File: config.mk
export PLATFORM = sky130hd
export DESIGN_NAME = hnm_bias_div
export DESIGN_NICKNAME = d
export VERILOG_FILES = /design/src/rtl/core/hnm_pkg.sv /design/src/rtl/core/hnm_bias_div.sv
export SDC_FILE = /design/constraint.sdc
export NUM_CORES = 1
export LEC_CHECK = 0
export BUFFER_PORTS_ARGS = -buffer_cell sky130_fd_sc_hd__buf_2
export CAP_MARGIN = 20
export CORE_MARGIN = 2
export CORE_UTILIZATION = 40
export CTS_BUF_LIST = sky130_fd_sc_hd__clkbuf_4
export DETAILED_ROUTE_END_ITERATION = 8
export SYNTH_ARGS = -nofsm -noshare
export SYNTH_HDL_FRONTEND = slang
export SYNTH_SLANG_ARGS = --single-unit
export TNS_END_PERCENT = 30
File: constraint.sdc
create_clock -name clk -period 5.83 [get_ports clk]
set_input_delay 1.166 -clock clk [delete_from_list [all_inputs] [get_ports clk]]
set_output_delay 1.166 -clock clk [all_outputs]
set_load 0.05 [all_outputs]
File: src/rtl/core/hnm_pkg.sv
package hnm_pkg;

    localparam int S_W   = 19;
    localparam int LQ_W  = 18;
    localparam int DEN_W = LQ_W + 1;
    localparam int NUM_W = 27;
    localparam int Q_W   = 8;

    localparam logic [S_W-1:0] SUM_BIAS = 19'd260100;

    localparam logic REG_IMAGE_WIDTH  = 1'b0;
    localparam logic REG_IMAGE_HEIGHT = 1'b1;

    localparam logic FN_SAMPLE = 1'b0;
    localparam logic FN_FLUSH  = 1'b1;

    localparam logic [12:0] MAX_HEIGHT = 13'd4096;

    // 255 * t, where t = 256 * v + Lq is never negative for valid inputs.
    function automatic logic [NUM_W-1:0] bias_num(input logic signed [20:0] t);
        logic signed [28:0] prod;
        prod = {t, 8'b0} - {{8{t[20]}}, t};
        bias_num = prod[28] ? '0 : prod[NUM_W-1:0];
    endfunction

endpackage

File: src/rtl/core/hnm_bias_div.sv
module hnm_bias_div
    import hnm_pkg::*;
(
    input  logic             clk,
    input  logic             rst_n,
    input  logic             start,
    input  logic [NUM_W-1:0] num,
    input  logic [DEN_W-1:0] den,
    output logic             done,
    output logic [Q_W-1:0]   quot
);

    // The numerator is always below 256 times the divisor, so eight
    // restoring steps give the whole quotient.
    logic [NUM_W-1:0] rem_reg;
    logic [NUM_W-1:0] dsr_reg;
    logic [Q_W-1:0]   q_reg;
    logic [2:0]       cnt_reg;
    logic             busy_reg;
    logic             done_reg;

    always_ff @(posedge clk or negedge rst_n)
    begin
        if (!rst_n)
        begin
            busy_reg <= 1'b0;
            done_reg <= 1'b0;
            cnt_reg  <= '0;
        end
        else
        begin
            done_reg <= busy_reg && (cnt_reg == 3'd7);
            if (start)
            begin
                busy_reg <= 1'b1;
                cnt_reg  <= '0;
            end
            else if (busy_reg)
            begin
                cnt_reg <= cnt_reg + 3'd1;
                if (cnt_reg == 3'd7)
                begin
                    busy_reg <= 1'b0;
                end
            end
        end
    end

    always_ff @(posedge clk)
    begin
        if (start)
        begin
            rem_reg <= num;
            dsr_reg <= {1'b0, den, 7'b0};
            q_reg   <= '0;
        end
        else if (busy_reg)
        begin
            if (rem_reg >= dsr_reg)
            begin
                rem_reg <= rem_reg - dsr_reg;
                q_reg   <= {q_reg[Q_W-2:0], 1'b1};
            end
            else
            begin
                q_reg <= {q_reg[Q_W-2:0], 1'b0};
            end
            dsr_reg <= dsr_reg >> 1;
        end
    end

    assign done = done_reg;
    assign quot = q_reg;

endmodule

# Yosys cells after proc, flatten, opt, wreduce, memory -nomap -nowiden
# Index checks and enable logic that the tools add are counted.
[totals]
ff_bits = 66
latchBits = 0
ramBits = 0
rom_bits = 0
inputBits = 49
out_inout_bits = 9
elab_cells = 26
memories = 0
[op_classes]
n_addsub = 2
mul = 0
n_div = 0
order_cmp = 1
n_eq_ne = 1
shift = 0
muxes = 11
n_bitwise = 0
n_reduce_logical = 4
[op_table]
columns = ["op", "n"]
rows = [
  ["$mux W27", 3],
  ["$mux W26", 2],
  ["$ge A27 B26 Y1", 1],
  ["$sub A27 B26 Y27", 1],
  ["$mux W3", 2],
  ["$mux W1", 4],
  ["$reduce_bool A2 Y1", 2],
  ["$add A3 B1 Y3 const B", 1],
  ["$eq A3 B3 Y1 const B", 1],
  ["$reduce_and A2 Y1", 1],
  ["$logic_and A1 B1 Y1", 1],
]

# Depth between registers and ports, before layout
[logic_depth]
ltp_word = 4
ltp_mapped = 10
ltp_nobuf = 10

# Least setup slack after synthesis
# Ideal clock, no wire load.
[synth_path]
path_type = "reg-to-reg"
start = "register rem_reg[1]"
end = "register rem_reg[0] (enable)"
setup_ps = 449
t_arrival_ps = 3777
t_required_ps = 5381
path_slack_ps = 1605
path_stages_with_launch = 8
path_buffers = 0
cell_sequence = "edfxtp_1 > ha_1 > nor2b_1 > o2111ai_1 > a31o_2 > o31ai_2 > a311oi_1 > o21ai_0"
[synth_between]
elab_chain_cells = 3
[synth_rtl]
columns = ["item", "line_no", "source"]
rows = [
  ["start, declared", "hnm_bias_div.sv:15", "logic [NUM_W-1:0] rem_reg;"],
  ["start signal, assigned", "hnm_bias_div.sv:53", "rem_reg <= num;"],
  ["start signal, assigned", "hnm_bias_div.sv:61", "rem_reg <= rem_reg - dsr_reg;"],
  ["$ge A27 B26 Y1", "hnm_bias_div.sv:59", "if (rem_reg >= dsr_reg)"],
  ["$reduce_bool A2 Y1 (no source line)", "--", ""],
  ["$reduce_and A2 Y1 (no source line)", "--", ""],
]
# Every way passes these cells.
# A chain may end at the register's enable or synchronous reset.

# Worst setup path after layout
[layout_path]
start = "register rem_reg[1]"
end = "register rem_reg[21] (enable)"
# Same word-level chain as after synthesis.

==> summary.txt <==
Status
  – Status: complete, no violations

Timing
  – Layout Skew: 0.02164 ns
  – Final Hold Vio Count: 0
  – Rel. slew slack: 0.4143
  – Finish-stage setup viols: 0
  – Peak Freq: 0.2883 GHz
  – Final worst path period need: 3.469 ns
  – RSZ-0062 raised after global routing: false
  – Slew @ Worst Pin: 0.8764 ns
  – Final Max Tran Viols: 0
  – Final Cycle Share: 0.5950
  – Final TNS setup: 0 ns

Die
  – IO Pins: 58
  – Die Area: 11800 sq um
  – Core ar.: 10750 sq um
  – Die Y: 108.6 microns
  – Row cnt: 38
  – Starting Density: 0.4077
  – Die X: 108.6 microns

Power and ir drop
  – VDD IR-drop max: 0.1451 mV
  – PD cells: 474.0 nW/um^2
  – LEAKAGE: 0.002164 uW

Worst setup path
  – CP Class: flop to flop
  – WP data required: 5.96 ns
  – Worst Path Max Fanout: 14
  – Reg2Reg Depth: 8
  – Crit path launch type: flop
  – R2R Path End: rem_reg[21]$_DFFE_PP_
  – Critical Path AT: 3.60 ns
  – FF-to-FF setup slack: 2.36 ns
  – Crit end category: flop
  – R2r startpoint: rem_reg[1]$_DFFE_PP_

Logic synthesis
  – Synth unique cells: 62
  – Synth warnings: 0
  – Post-Synthesis Cells: 483
  – Post-synth EDFFs: 46
  – Post-synthesis register bit count: 66
  – Post-synth ARST share: 0.07576
  – Netlist Area Pre-Place: 4380 sq um
  – Post-synth top flop: edfxtp_1
  – Post-synth top area share: 0.3153
  – Dominant cells by area after synthesis: edfxtp_1 32%, ha_1 8.0%, dfxtp_1 6.9%
  – Sequential share of the synthesized area: 0.4125
  – Syn nets: 561
  – Synth Area per Inst: 9.069 sq um
  – Post-synth top area cell: edfxtp_1

Final layout
  – Fraction of layout instances using a drive strength above 1: 0.1642
  – Nets: 603
  – Commonest cells after routing, fill and taps aside: 61 x nand2_1, 56 x buf_2, 46 x edfxtp_1, 39 x nor2_1, 38 x inv_1
  – N_diodes: 0
  – Max reg flops: 27
  – Core Util, Final: 0.4574
  – Most common cell after layout, fill and taps aside: nand2_1
  – Number of fill cells in the layout: 1072
  – Area Overhead vs Synth: 12.20%

CTS
  – Clock Pin Slew Worst Setup and Hold Paths: 0.10 ns
  – Root Driver: clkbuf_4
  – Clock Path Buffers: 2
  – CTS tree: built
  – Clock Latency Late Sink: 0.44 ns
  – CTS H-Tree Depth: 3
  – Post-cts sizing count: 0
  – Number of setup buffers added after CTS: 0
  – Clk sinks: 66
  – Total CTS buffers: 9
  – CTS Hold Buffers Added: 0

Global routing
  – Initial antenna violation count: 0
  – Largest net degree at the start of global routing: 66
  – Total gr overflow: 0
  – Number of global-route vias before repair: 3374
  – Total GRT Usage: 0.1820
  – First-pass GRT wire length: 16.69 mm

Worst hold path
  – Hold WC Path Type: flop to flop
  – Worst hold path depth: 2
  – Hold Startpoint: quot[7]$_SDFFE_PP0P_
  – Hold Crit Endpoint: quot[7]$_SDFFE_PP0P_

Route
  – WL per Instance: 15.53 microns
  – Pre-Repair DR Iteration Count: 4
  – Vias: 3663
  – Vias/cell: 5.467
  – DRT Wirelength: 10.41 mm
  – DR DRC count: 0
  – Initial detailed-routing violation count: 252
  – Post-route ant nets: 0

Placement
  – Placer Congestion: 0.8891
  – Number of port buffers: 57
  – Post-DP HPWL: 7.574 mm

Flow run
  – Number of max-cap violations: 0
[per-layer routing]
metal / wire length (microns) / GRT usage / part of all wire / up-vias
met3: 524 / 0.03407 / 0.050 / 13
met1: 5038 / 0.2513 / 0.48 / 1704
met5: 0 / 0 / 0 / -
li1: - / - / - / 1856
met4: 141 / 0.05861 / 0.014 / 0
met2: 4700 / 0.2888 / 0.45 / 90
[metrics by stage]
| stage | cell area (sq um) | instances | setup slack (ns) | hold WS, ns | power [uW] |
|---|---|---|---|---|---|
| detailed placement | 4758 | 654 | 2.305 | 0.4974 | 1979 |
| global route | 4915 | 670 | 2.048 | 0.5096 | 2518 |
| CTS | 4915 | 670 | 2.289 | 0.5126 | 2329 |
| finish | 4915 | 670 | 2.361 | 0.5102 | 2330 |
| global placement | 4758 | 654 | 2.444 | 0.4687 | 1962 |
| floorplan | 4380 | 483 | 1.605 | 0.4647 | 1690 |
[synthesized netlist by cell type, types with 3 or more instances]
cell,number
a2111o_1,3
a2111oi_0,3
a211oi_1,6
a21o_1,10
a21oi_1,26
a311oi_1,4
and2_1,3
and3_1,5
buf_1,5
clkbuf_1,22
dfrtp_1,5
dfxtp_1,15
edfxtp_1,46
ha_1,28
inv_1,38
mux2i_1,17
nand2_1,61
nand3_1,11
nand4_1,8
nor2_1,39
nor2b_1,3
nor3_1,5
nor4_1,3
o211ai_1,6
o21ai_0,31
o21bai_1,3
o31ai_1,21
xnor2_1,8
xor2_1,5
[critical path, cell delays in order, from the launching register on]
cell and delay, ns:
edfxtp_1 0.44, ha_1 0.32, nor2b_1 0.17, o2111ai_1 0.15, a31o_2 0.26, o31ai_2 0.52
a311oi_1 0.24, o21ai_2 0.68, buf_4 0.38
[power breakdown]
part	internal [uW]	switching, uW	leakage, uW
sequential	663	46.8	0.000677
clock	176	172	0.0000854
combinational	489	782	0.00140
total	1330	1000	0.00216
[how the worst max path moves through the flow]
stage	end	cells after the start	slack [ns]	startpoint
4_1_cts	rem_reg[21]$_DFFE_PP_	8	2.29	rem_reg[1]$_DFFE_PP_
2_1_floorplan	rem_reg[0]$_DFFE_PP_	7	1.60	rem_reg[1]$_DFFE_PP_
3_5_place_dp	rem_reg[19]$_DFFE_PP_	8	2.30	rem_reg[1]$_DFFE_PP_
5_1_grt	rem_reg[22]$_DFFE_PP_	9	2.05	dsr_reg[1]$_SDFFE_PP0P_
3_3_place_gp	rem_reg[19]$_DFFE_PP_	8	2.44	rem_reg[1]$_DFFE_PP_
6_report	rem_reg[21]$_DFFE_PP_	8	2.36	rem_reg[1]$_DFFE_PP_
[cells by family (layout without fill, tap and decap cells)]
logic type	Yosys count	in the layout	share of synthesized area
multiplexers	18	18	0.04142
adder cells (fa/ha/maj)	29	29	0.08455
flip-flops	66	66	0.4125
AO/OA/AOI/OAI	137	137	0.2159
buffers and inverters	67	114	0.05798
XOR/XNOR	13	13	0.02599
AND/OR/NAND/NOR	153	153	0.1617
[cell type report]
cell class                 instances  area (sq um)  share of cell area
tap                              140         175.2             0.03564
clock inverter                     6         81.33             0.01655
inverter                          38         142.6             0.02902
sequential                        66          1807              0.3676
timing repair buffer              60         310.3             0.06314
clock buffer                      10         75.07             0.01527
multi-input combinational        350          2323              0.4728
Note: power is estimated with default switching activity, not from simulation.
