$ cat config.mk
export PLATFORM = sky130hd
export DESIGN_NAME = hnm_isqrt
export DESIGN_NICKNAME = d
export VERILOG_FILES = /design/src/rtl/core/hnm_pkg.sv /design/src/rtl/core/hnm_isqrt.sv
export SDC_FILE = /design/constraint.sdc
export NUM_CORES = 1
export LEC_CHECK = 0
export BUFFER_PORTS_ARGS = -buffer_cell sky130_fd_sc_hd__clkbuf_2
export CAP_MARGIN = 20
export CORE_ASPECT_RATIO = 1.75
export CORE_MARGIN = 2
export CORE_UTILIZATION = 60
export DETAILED_ROUTE_END_ITERATION = 10
export GPL_TIMING_DRIVEN = 0
export PLACE_DENSITY = 0.78
export SLEW_MARGIN = 10
export SYNTH_ARGS = -nofsm -noshare
export SYNTH_HDL_FRONTEND = slang
export SYNTH_SLANG_ARGS = --single-unit
$ cat constraint.sdc
create_clock -name clk -period 6.6 [get_ports clk]
set_input_delay 0.66 -clock clk [delete_from_list [all_inputs] [get_ports clk]]
set_output_delay 0.66 -clock clk [all_outputs]
set_load 0.005 [all_outputs]
$ cat src/rtl/core/hnm_pkg.sv
package hnm_pkg;

    localparam int S_W   = 19;
    localparam int LQ_W  = 18;
    localparam int DEN_W = LQ_W + 1;
    localparam int NUM_W = 27;
    localparam int Q_W   = 8;

    localparam logic [S_W-1:0] SUM_BIAS = 19'd260100;

    localparam logic REG_IMAGE_WIDTH  = 1'b0;
    localparam logic REG_IMAGE_HEIGHT = 1'b1;

    localparam logic FN_SAMPLE = 1'b0;
    localparam logic FN_FLUSH  = 1'b1;

    localparam logic [12:0] MAX_HEIGHT = 13'd4096;

    // 255 * t, where t = 256 * v + Lq is never negative for valid inputs.
    function automatic logic [NUM_W-1:0] bias_num(input logic signed [20:0] t);
        logic signed [28:0] prod;
        prod = {t, 8'b0} - {{8{t[20]}}, t};
        bias_num = prod[28] ? '0 : prod[NUM_W-1:0];
    endfunction

endpackage

$ cat src/rtl/core/hnm_isqrt.sv
module hnm_isqrt
    import hnm_pkg::*;
(
    input  logic            clk,
    input  logic            rst_n,
    input  logic            start,
    input  logic [S_W-1:0]  radicand,
    output logic            done,
    output logic [LQ_W-1:0] root
);

    // Radicand is S * 65536; one result bit is resolved per cycle.
    logic [34:0] n_reg;
    logic [35:0] root_reg;
    logic [34:0] bit_reg;
    logic        busy_reg;
    logic        done_reg;
    logic [35:0] trial;

    assign trial = root_reg + {1'b0, bit_reg};

    always_ff @(posedge clk or negedge rst_n)
    begin
        if (!rst_n)
        begin
            busy_reg <= 1'b0;
            done_reg <= 1'b0;
        end
        else
        begin
            done_reg <= busy_reg && bit_reg[0];
            if (start)
            begin
                busy_reg <= 1'b1;
            end
            else if (busy_reg && bit_reg[0])
            begin
                busy_reg <= 1'b0;
            end
        end
    end

    always_ff @(posedge clk)
    begin
        if (start)
        begin
            n_reg    <= {radicand, 16'b0};
            root_reg <= '0;
            bit_reg  <= 35'(1) << 34;
        end
        else if (busy_reg)
        begin
            if ({1'b0, n_reg} >= trial)
            begin
                n_reg    <= n_reg - trial[34:0];
                root_reg <= (root_reg >> 1) + {1'b0, bit_reg};
            end
            else
            begin
                root_reg <= root_reg >> 1;
            end
            bit_reg <= bit_reg >> 2;
        end
    end

    assign done = done_reg;
    assign root = root_reg[LQ_W-1:0];

endmodule

---- Yosys cells after proc, flatten, opt, wreduce, memory -nomap -nowiden ----
Index checks and enable logic that the tools add are counted.
storage, ports and cells
  logic and storage cells ................. 22
  input bits .............................. 22
  flip-flop bits (word level) ............. 91
  output and inout bits ................... 19
operators by class
  reductions and logical operators ........ 6
  $add $sub $neg .......................... 3
  order comparisons ....................... 1
  mux-type cells .......................... 6
operators with widths
  cell               count
  $mux 35            3
  $add 35x35->36     1
  $add 36x35->36     1
  $ge 35x36->1       1
  $mux 36            1
  $sub 35x35->35     1
  $reduce_bool 2->1  3
  $reduce_and 2->1   2
  $mux 1             2
  $logic_and 1x1->1  1

---- Depth between registers and ports, before layout ----
Gate-level depths: netlist of run 1.
  depth after elaboration ................. 5
  depth in mapped cells ................... 23
  gate-level depth less buffers ........... 20

---- Worst setup path before layout of run 1 ----
OpenSTA, ideal clock, no wires.
  path type ............................... reg2reg
  start point ............................. reg bit_reg[0]
  end point ............................... reg n_reg[16], enable pin
  cell stages (with the launch flop) ...... 22
  library setup time ...................... 0.298 ns
  arrival ................................. 4.638 ns
  setup slack ............................. 1.664 ns
  path through ............................ dfxtp_1 -> ha_1 -> ha_1 -> a21o_1 -> a31o_2 -> a31oi_1 -> o211ai_1 -> a41oi_1 -> nor2_1 -> o21ai_0 -> xor2_1 -> ha_1 -> and3_1 -> and2_1 -> a221oi_2 -> nor2_1 -> a221oi_2 -> a31o_2 -> buf_4 -> nor3_1 -> buf_2 -> or2_2
between the ends
  word-level cells in the longest chain between the ends .. 4
ends and longest elaborated chain
  item                         line             RTL
  from (decl)                  hnm_isqrt.sv:15  logic [34:0] bit_reg;
  from (signal assigned)       hnm_isqrt.sv:49  bit_reg <= 35'(1) << 34;
  from (signal assigned)       hnm_isqrt.sv:62  bit_reg <= bit_reg >> 2;
  $add 36x35->36               hnm_isqrt.sv:20  assign trial = root_reg + {1'b0, bit_reg};
  $ge 35x36->1                 hnm_isqrt.sv:53  if ({1'b0, n_reg} >= trial)
  $reduce_bool 2->1 (no line)  n/a
  $reduce_and 2->1 (no line)   n/a
  to (signal assigned)         hnm_isqrt.sv:47  n_reg <= {radicand, 16'b0};
  to (signal assigned)         hnm_isqrt.sv:55  n_reg <= n_reg - trial[34:0];
  to (decl)                    hnm_isqrt.sv:13  logic [34:0] n_reg;
Every way passes these cells.
A chain may end at the register's enable or synchronous reset.

---- Worst setup path after layout of run 1 ----
  start point ............................. reg bit_reg[0]
  end point ............................... reg n_reg[18], enable pin
The elaborated chain is that of the path after synthesis.

==> impl_metrics.toml, run 1 <==
[sta]
finalMaxSlewViolations = 0
slew_headroom_pct = 48.1
final-setup-viol-count = 0
finalHoldViolations = 0
max_freq_mhz = 165
rsz0062_at_grt = "false"
worst_slew_pin_slew_ns = 0.778
tns_ns = 0
period_minus_slack_ns = 6.05
hold_ws_ns = 0.0851
timing.final.crit_share_pct = 91.7
finalClockSkew_ns = 0.00922

[floorplanning]
num_rows = 55
dieArea_sq_um = 13900
io_pins = 41
core_sq_um = 12800
dieHeight_um = 155
die_w_um = 90.1
start_util_pct = 60.8

[layout]
final_cell_area_sq_um = 8480
area_growth_pct = 8.92
final_common_cell = "nor2_1"
layout.cells.non_filler = 1161
fillerInstances = 1151
largest_reg_flops = 36
drive_gt1_share_pct = 12.5
n_antenna_cell = 0
final_cell_mix = "nor2_1 (116), nand2_1 (76), ha_1 (73)"
nNetsFinal = 1081
multiInputGateArea_sq_um = 5330
post-route-util_pct = 66.2
seq_area_sq_um = 2020

[placement]
place.detailed.instances = 1145
gp_congestion = 0.941
placed_area_sq_um = 8190
numPortBuffers = 39
hpwl_mm = 16.7

[worst_setup_path]
critPathRequiredTime_ns = 6.63
worstSetupStartpointType = "register"
reg2reg_depth = 21
critPathMaxFanout = 19
critPathKind = "register to register"
worstPathArrival_ns = 6.08
worstSetupEndpointType = "register"

[yosys]
ys_ff_latch = 91
yosysUniqueCellTypes = 72
muxShareOfSynthArea_pct = 4.69
netlist_instances = 935
syn-num-nets = 1031
synthesis.area_sq_um = 7780
yosys_warnings = 0
synth_edf_count = 19
async_reset_ff_share_pct = 2.20
synth_seq_area_share_pct = 26.0
synthAdderAreaFrac_pct = 12.0
ys.flop_type = "dfxtp_1"
syn_avg_cell_area_sq_um = 8.32
synth_compound_area_share_pct = 24.7
synth_top_family_by_area = "compound AO/OA/AOI/OAI gates"
synth_simple_gate_area_share_pct = 17.7
synth_xor_area_share_pct = 9.34

[pwr]
p_sw_uw = 1690
pwr-share-seq_pct = 21.6
p_per_area_nw_per_um2 = 432
p_clk_share_pct = 14.1
internal_power_uw = 1970
power.share.combinational_pct = 64.3
ir_worst_vdd_mv = 0.387
swShare_pct = 46.1
power.leakage_uw = 0.00347

[cts]
cts_sinks = 91
cts_root_buf = "clkbuf_16"
post_cts_buffers = 0
cts_buffers = 9
hold_buffers = 0
insertion_delay_ns = 0.35
htree_levels = 3
cts_tree = "yes"
clk_pin_slew_worst_paths_ns = 0.07
cts_max_path_buffers = 2

[hold_path]
hp-class = "input port to asynchronous set/reset pin"

[drt]
avgRoutedWirePerCell_um = 18.8
highest_layer = "met4"
drtPass1Iterations = 5
drc_errors = 0
route.vias.total = 7378
drt-vias-per-instance = 6.35
wl_mm = 21.9
wl_met1_mm = 8.21
met3_length_um = 953
wl_met2_mm = 11.2
drt_iter0_drc = 457
antenna_left = 0

[grt]
grt_overflow = 0
antenna_found_initial = 0
grt_pass1_wl_mm = 35.0
grt_pass1_vias = 7217
grt_usage_pct = 31.2
grt_max_degree = 20

[status]
outcome = "finished, final reports clean"

[flow_run]
max-cap-violations = 0
## stage by stage
step	total power (uW)	setup slack [ns]
2_1_floorplan	2620	1.66
3_3_place_gp	3090	0.547
3_5_place_dp	3110	0.440
4_1_cts	3640	0.425
5_1_grt	3920	0.144
6_report	3660	0.551
## critical path: stages, from the launching register on
cell and delay (ns):
dfxtp_1 0.39, ha_1 0.26, ha_1 0.22, a21o_1 0.21, a31o_2 0.25, a31oi_1 0.42
o211ai_1 0.22, a41oi_1 0.36, o31ai_1 0.17, a31oi_1 0.30, nor2b_1 0.10, xnor2_1 0.18
ha_1 0.37, nand4_1 0.19, nor4_1 0.21, nand4_1 0.18, and2_1 0.20, a31o_2 0.26
buf_4 0.20, nor3_1 0.29, buf_2 0.36, or2_4 0.36
## cell usage after synthesis, types with 4 or more instances
cell type | count | area share (%)
a211oi_1 | 28 | 2.7
a21o_1 | 22 | 2.1
a21oi_1 | 53 | 3.4
a221oi_2 | 4 | 0.77
a22o_1 | 14 | 1.6
a311oi_1 | 8 | 0.90
a31o_2 | 5 | 0.56
a31oi_1 | 27 | 2.2
and2_1 | 6 | 0.48
and3_1 | 6 | 0.48
buf_2 | 14 | 0.90
buf_4 | 19 | 1.8
buf_6 | 4 | 0.58
clkbuf_1 | 27 | 1.3
dfxtp_1 | 70 | 18
edfxtp_1 | 19 | 7.3
ha_1 | 73 | 12
inv_1 | 19 | 0.92
mux2_2 | 4 | 0.58
mux2i_1 | 32 | 4.1
nand2_1 | 76 | 3.7
nand2b_1 | 10 | 0.80
nand3_1 | 16 | 1.0
nand4_1 | 18 | 1.4
nor2_1 | 116 | 5.6
nor2b_1 | 6 | 0.48
nor3_1 | 26 | 1.7
nor3b_1 | 5 | 0.48
o211ai_1 | 10 | 0.96
o21ai_0 | 30 | 1.9
o21bai_1 | 11 | 1.1
o31a_1 | 9 | 1.0
o31ai_1 | 11 | 1.1
xnor2_1 | 54 | 6.1
xor2_1 | 29 | 3.3
## cells by family after synthesis
kind of cell    count (synthesis)
simple gates                  299
compound gates                267
xor+xnor                       83
fa+ha+maj                      74
flops                          91
mux                            36
buf+inv                        85
## final timing paths
path	startpoint	to	slack [ns]
worst max-delay path	bit_reg[0]$_SDFFE_PP0P_	n_reg[18]$_DFFE_PP_	0.55
worst min-delay path	rst_n	busy_reg$_DFFE_PN0P_	0.09
worst max register to register	bit_reg[0]$_SDFFE_PP0P_	n_reg[18]$_DFFE_PP_	0.55
worst min register to register	n_reg[0]$_SDFFE_PP0P_	n_reg[0]$_SDFFE_PP0P_	0.51
max in group asynchronous	rst_n	done$_DFF_PN0_	6.42
min in group clk	n_reg[0]$_SDFFE_PP0P_	n_reg[0]$_SDFFE_PP0P_	0.51
## metal layers
layer	track usage (%)	vias to the layer above
li1	-	3541
met1	33.5	3455
met2	56.7	280
met3	3.51	102
met4	21.8	0
met5	0	-
## power by group through the flow
| stage | logic (uW) | clock network [uW] | registers [uW] |
|---|---|---|---|
| 3_3_place_gp | 2280 | 0 | 802 |
| 5_1_grt | 2580 | 541 | 803 |
| 4_1_cts | 2330 | 521 | 792 |
| 6_report | 2350 | 516 | 791 |
| 2_1_floorplan | 1840 | 0 | 776 |
| 3_5_place_dp | 2310 | 0 | 804 |
## cell type report
class / count / area share [%]
inverters: 19 / 0.841
well taps: 171 / 2.52
clock inverters: 7 / 0.679
clock buffers: 9 / 2.66
repair buffers: 39 / 2.30
flip-flops and latches: 91 / 23.8
multi-input cells: 759 / 62.8
plain buffers: 66 / 4.32
## repair_timing
action	in CTS	in global routing
setup endpoints to repair	0	19
gates resized for setup	0	1
endpoints found under the hold margin	0	0
Power figures use the tool's default switching activity.
==> run 2: changes to the inputs <==
- CORE_UTILIZATION: 60 -> 58
- CTS_BUF_LIST: unset -> sky130_fd_sc_hd__clkbuf_2
- PLACE_DENSITY: 0.78 -> 0.79
- clock period: 6.6 -> 4.9 ns (I/O delays scaled with it)
==> run 2 against run 1 <==
  * The run now ends with setup timing left
  * Flip-flop and latch count stayed put
  * Wire length is 13% higher
  * Register-to-register slack got worse by 0.74 ns
  * Clock-buffer cell count is 2 higher
  * Largest cell class unchanged
  * Combinational power is 75% higher
  * Clock skew rose by 0.047 ns
  * Maximum frequency is 19% higher
==> impl_metrics.toml, run 2 (synthesis results as in run 1) <==
[pwr]
power.leakage_uw = 0.00386
ir_worst_vdd_mv = 0.515
p_per_area_nw_per_um2 = 588
finalPower_uw = 5630

[sta]
worst_slew_pin_slew_ns = 0.827
period_minus_slack_ns = 5.09
finalClockSkew_ns = 0.0561
timing.final.crit_share_pct = 104
hold_ws_ns = 0.147
finalMaxSlewViolations = 0
max_freq_mhz = 197
tns_ns = -9.67
rsz0062_at_grt = "true"
final-setup-viol-count = 80
finalWorstSetupSlack_ns = -0.187
finalHoldViolations = 0
slew_headroom_pct = 44.9

[drt]
drc_errors = 0
drt-vias-per-instance = 6.44
drt_iter0_drc = 520
route.vias.total = 7877
wl_mm = 24.7
antenna_left = 0
avgRoutedWirePerCell_um = 20.2
drtPass1Iterations = 5

[worst_setup_path]
reg2reg_depth = 21
r2r-start = "root_reg[17]$_SDFFE_PP0P_"
critPathMaxFanout = 9
worstPathArrival_ns = 5.44
worstSetupEndpointType = "register"
crit_end = "n_reg[17]$_DFFE_PP_"
critPathRequiredTime_ns = 5.25
worstSetupStartpointType = "register"
critPathKind = "register to register"
cp-startpoint = "root_reg[17]$_SDFFE_PP0P_"
r2r-end = "n_reg[17]$_DFFE_PP_"
r2r_slack_ns = -0.19

[cts]
cts_buffers = 9
htree_levels = 3
cts_sinks = 91
cts_max_path_buffers = 2
cts_tree = "yes"
clk_pin_slew_worst_paths_ns = 0.29
insertion_delay_ns = 0.62
cts_root_buf = "clkbuf_2"

[flow_run]
max-cap-violations = 0

[layout]
nNetsFinal = 1140
final_common_cell = "nor2_1"
drive_gt1_share_pct = 26.4
final_cell_mix = "nor2_1 (113), nand2_1 (68), buf_4 (67)"
area_growth_pct = 23.0
post-route-util_pct = 72.3
largest_reg_flops = 36

[floorplanning]
core_sq_um = 13200
io_pins = 41
dieHeight_um = 157
die_w_um = 91.6
num_rows = 56
start_util_pct = 58.8
dieArea_sq_um = 14400

[grt]
grt_max_degree = 15
grt_pass1_vias = 7516
grt_overflow = 0
grt_usage_pct = 32.4
antenna_found_initial = 1
grt_pass1_wl_mm = 36.8

[placement]
numPortBuffers = 39
hpwl_mm = 16.7
gp_congestion = 0.956

[status]
violations = "setup timing"
outcome = "finished, violations left"

[hold_path]
hp-class = "input port to asynchronous set/reset pin"
-- run 2: changes by cell type in the layout (fill, tap and decap cells not counted), moves of 8 or more --
| cell | delta |
|---|---|
| a21oi_1 | -8 |
| a21oi_2 | +8 |
| buf_4 | +48 |
| clkbuf_2 | +11 |
| dfxtp_1 | -18 |
| dfxtp_2 | +8 |
| dfxtp_4 | +10 |
| ha_1 | -10 |
| ha_4 | +8 |
| nand2_1 | -8 |
| nor3_1 | -9 |
-- run 2: critical path, cell delays in order, from the launching register on --
cell,delay [ns]
dfxtp_1,0.82
nand4_1,0.40
o21ai_1,0.30
a41oi_2,0.17
buf_4,0.19
o31ai_4,0.24
a31oi_2,0.16
buf_4,0.18
buf_4,0.12
buf_4,0.12
buf_4,0.12
buf_4,0.13
or3_4,0.33
a21oi_2,0.23
ha_4,0.18
inv_2,0.04
a31o_4,0.25
buf_8,0.16
nor3_4,0.24
buf_6,0.16
or2_4,0.14
buf_12,0.13
-- run 2: layout make-up --
type / instances / area [sq um]
multi-input cells: 759 / 5910
repair buffers: 100 / 754
diodes: 1 / 2.50
clock inverters: 5 / 77.6
flip-flops and latches: 91 / 2070
clock buffers: 11 / 55.1
well taps: 174 / 218
inverters: 19 / 71.3
plain buffers: 64 / 413
fillers: 1016 / 3670
-- run 2: worst min path at each step --
stage | start | to | depth (start not counted)
final | rst_n | busy_reg$_DFFE_PN0P_ | 2
after global routing | rst_n | busy_reg$_DFFE_PN0P_ | 2
after CTS | radicand[15] | n_reg[31]$_DFFE_PP_ | 3
after detailed placement | rst_n | busy_reg$_DFFE_PN0P_ | 1
after global placement | rst_n | done$_DFF_PN0_ | 1
after floorplan | rst_n | busy_reg$_DFFE_PN0P_ | 0
-- run 2: per-stage QoR --
stage | setup slack [ns] | std cells | area (sq um)
final | -0.187 | 1224 | 9570
after global routing | -0.301 | 1224 | 9570
after CTS | 0.00884 | 1206 | 8990
after detailed placement | -0.927 | 1148 | 8210
after global placement | -0.849 | 1148 | 8210
after floorplan | 0.0795 | 935 | 7790
-- run 2: what timing repair did --
item	4_1_cts	5_1_grt
hold buffers	1	0
endpoints found under the hold margin	2	0
pin swaps	31	52
resized for setup	75	88
buffers inserted	40	17
endpoints found under the setup margin	90	90
cloned	1	2
-- run 2: power breakdown --
part	internal [uW]	switching [uW]	leakage, uW	total, uW
Sequential	963	98.6	0.000800	1060
Combinational	1920	2190	0.00298	4110
Clock	172	280	0.0000862	452
-- run 2: routing by layer --
layer	global-route usage (%)	vias up	part of all wire, %
met1	33.6	3712	35
met5	0	-	0
met2	58.4	355	51
met4	25.0	0	9.0
li1	-	3662	-
met3	4.26	148	5.1
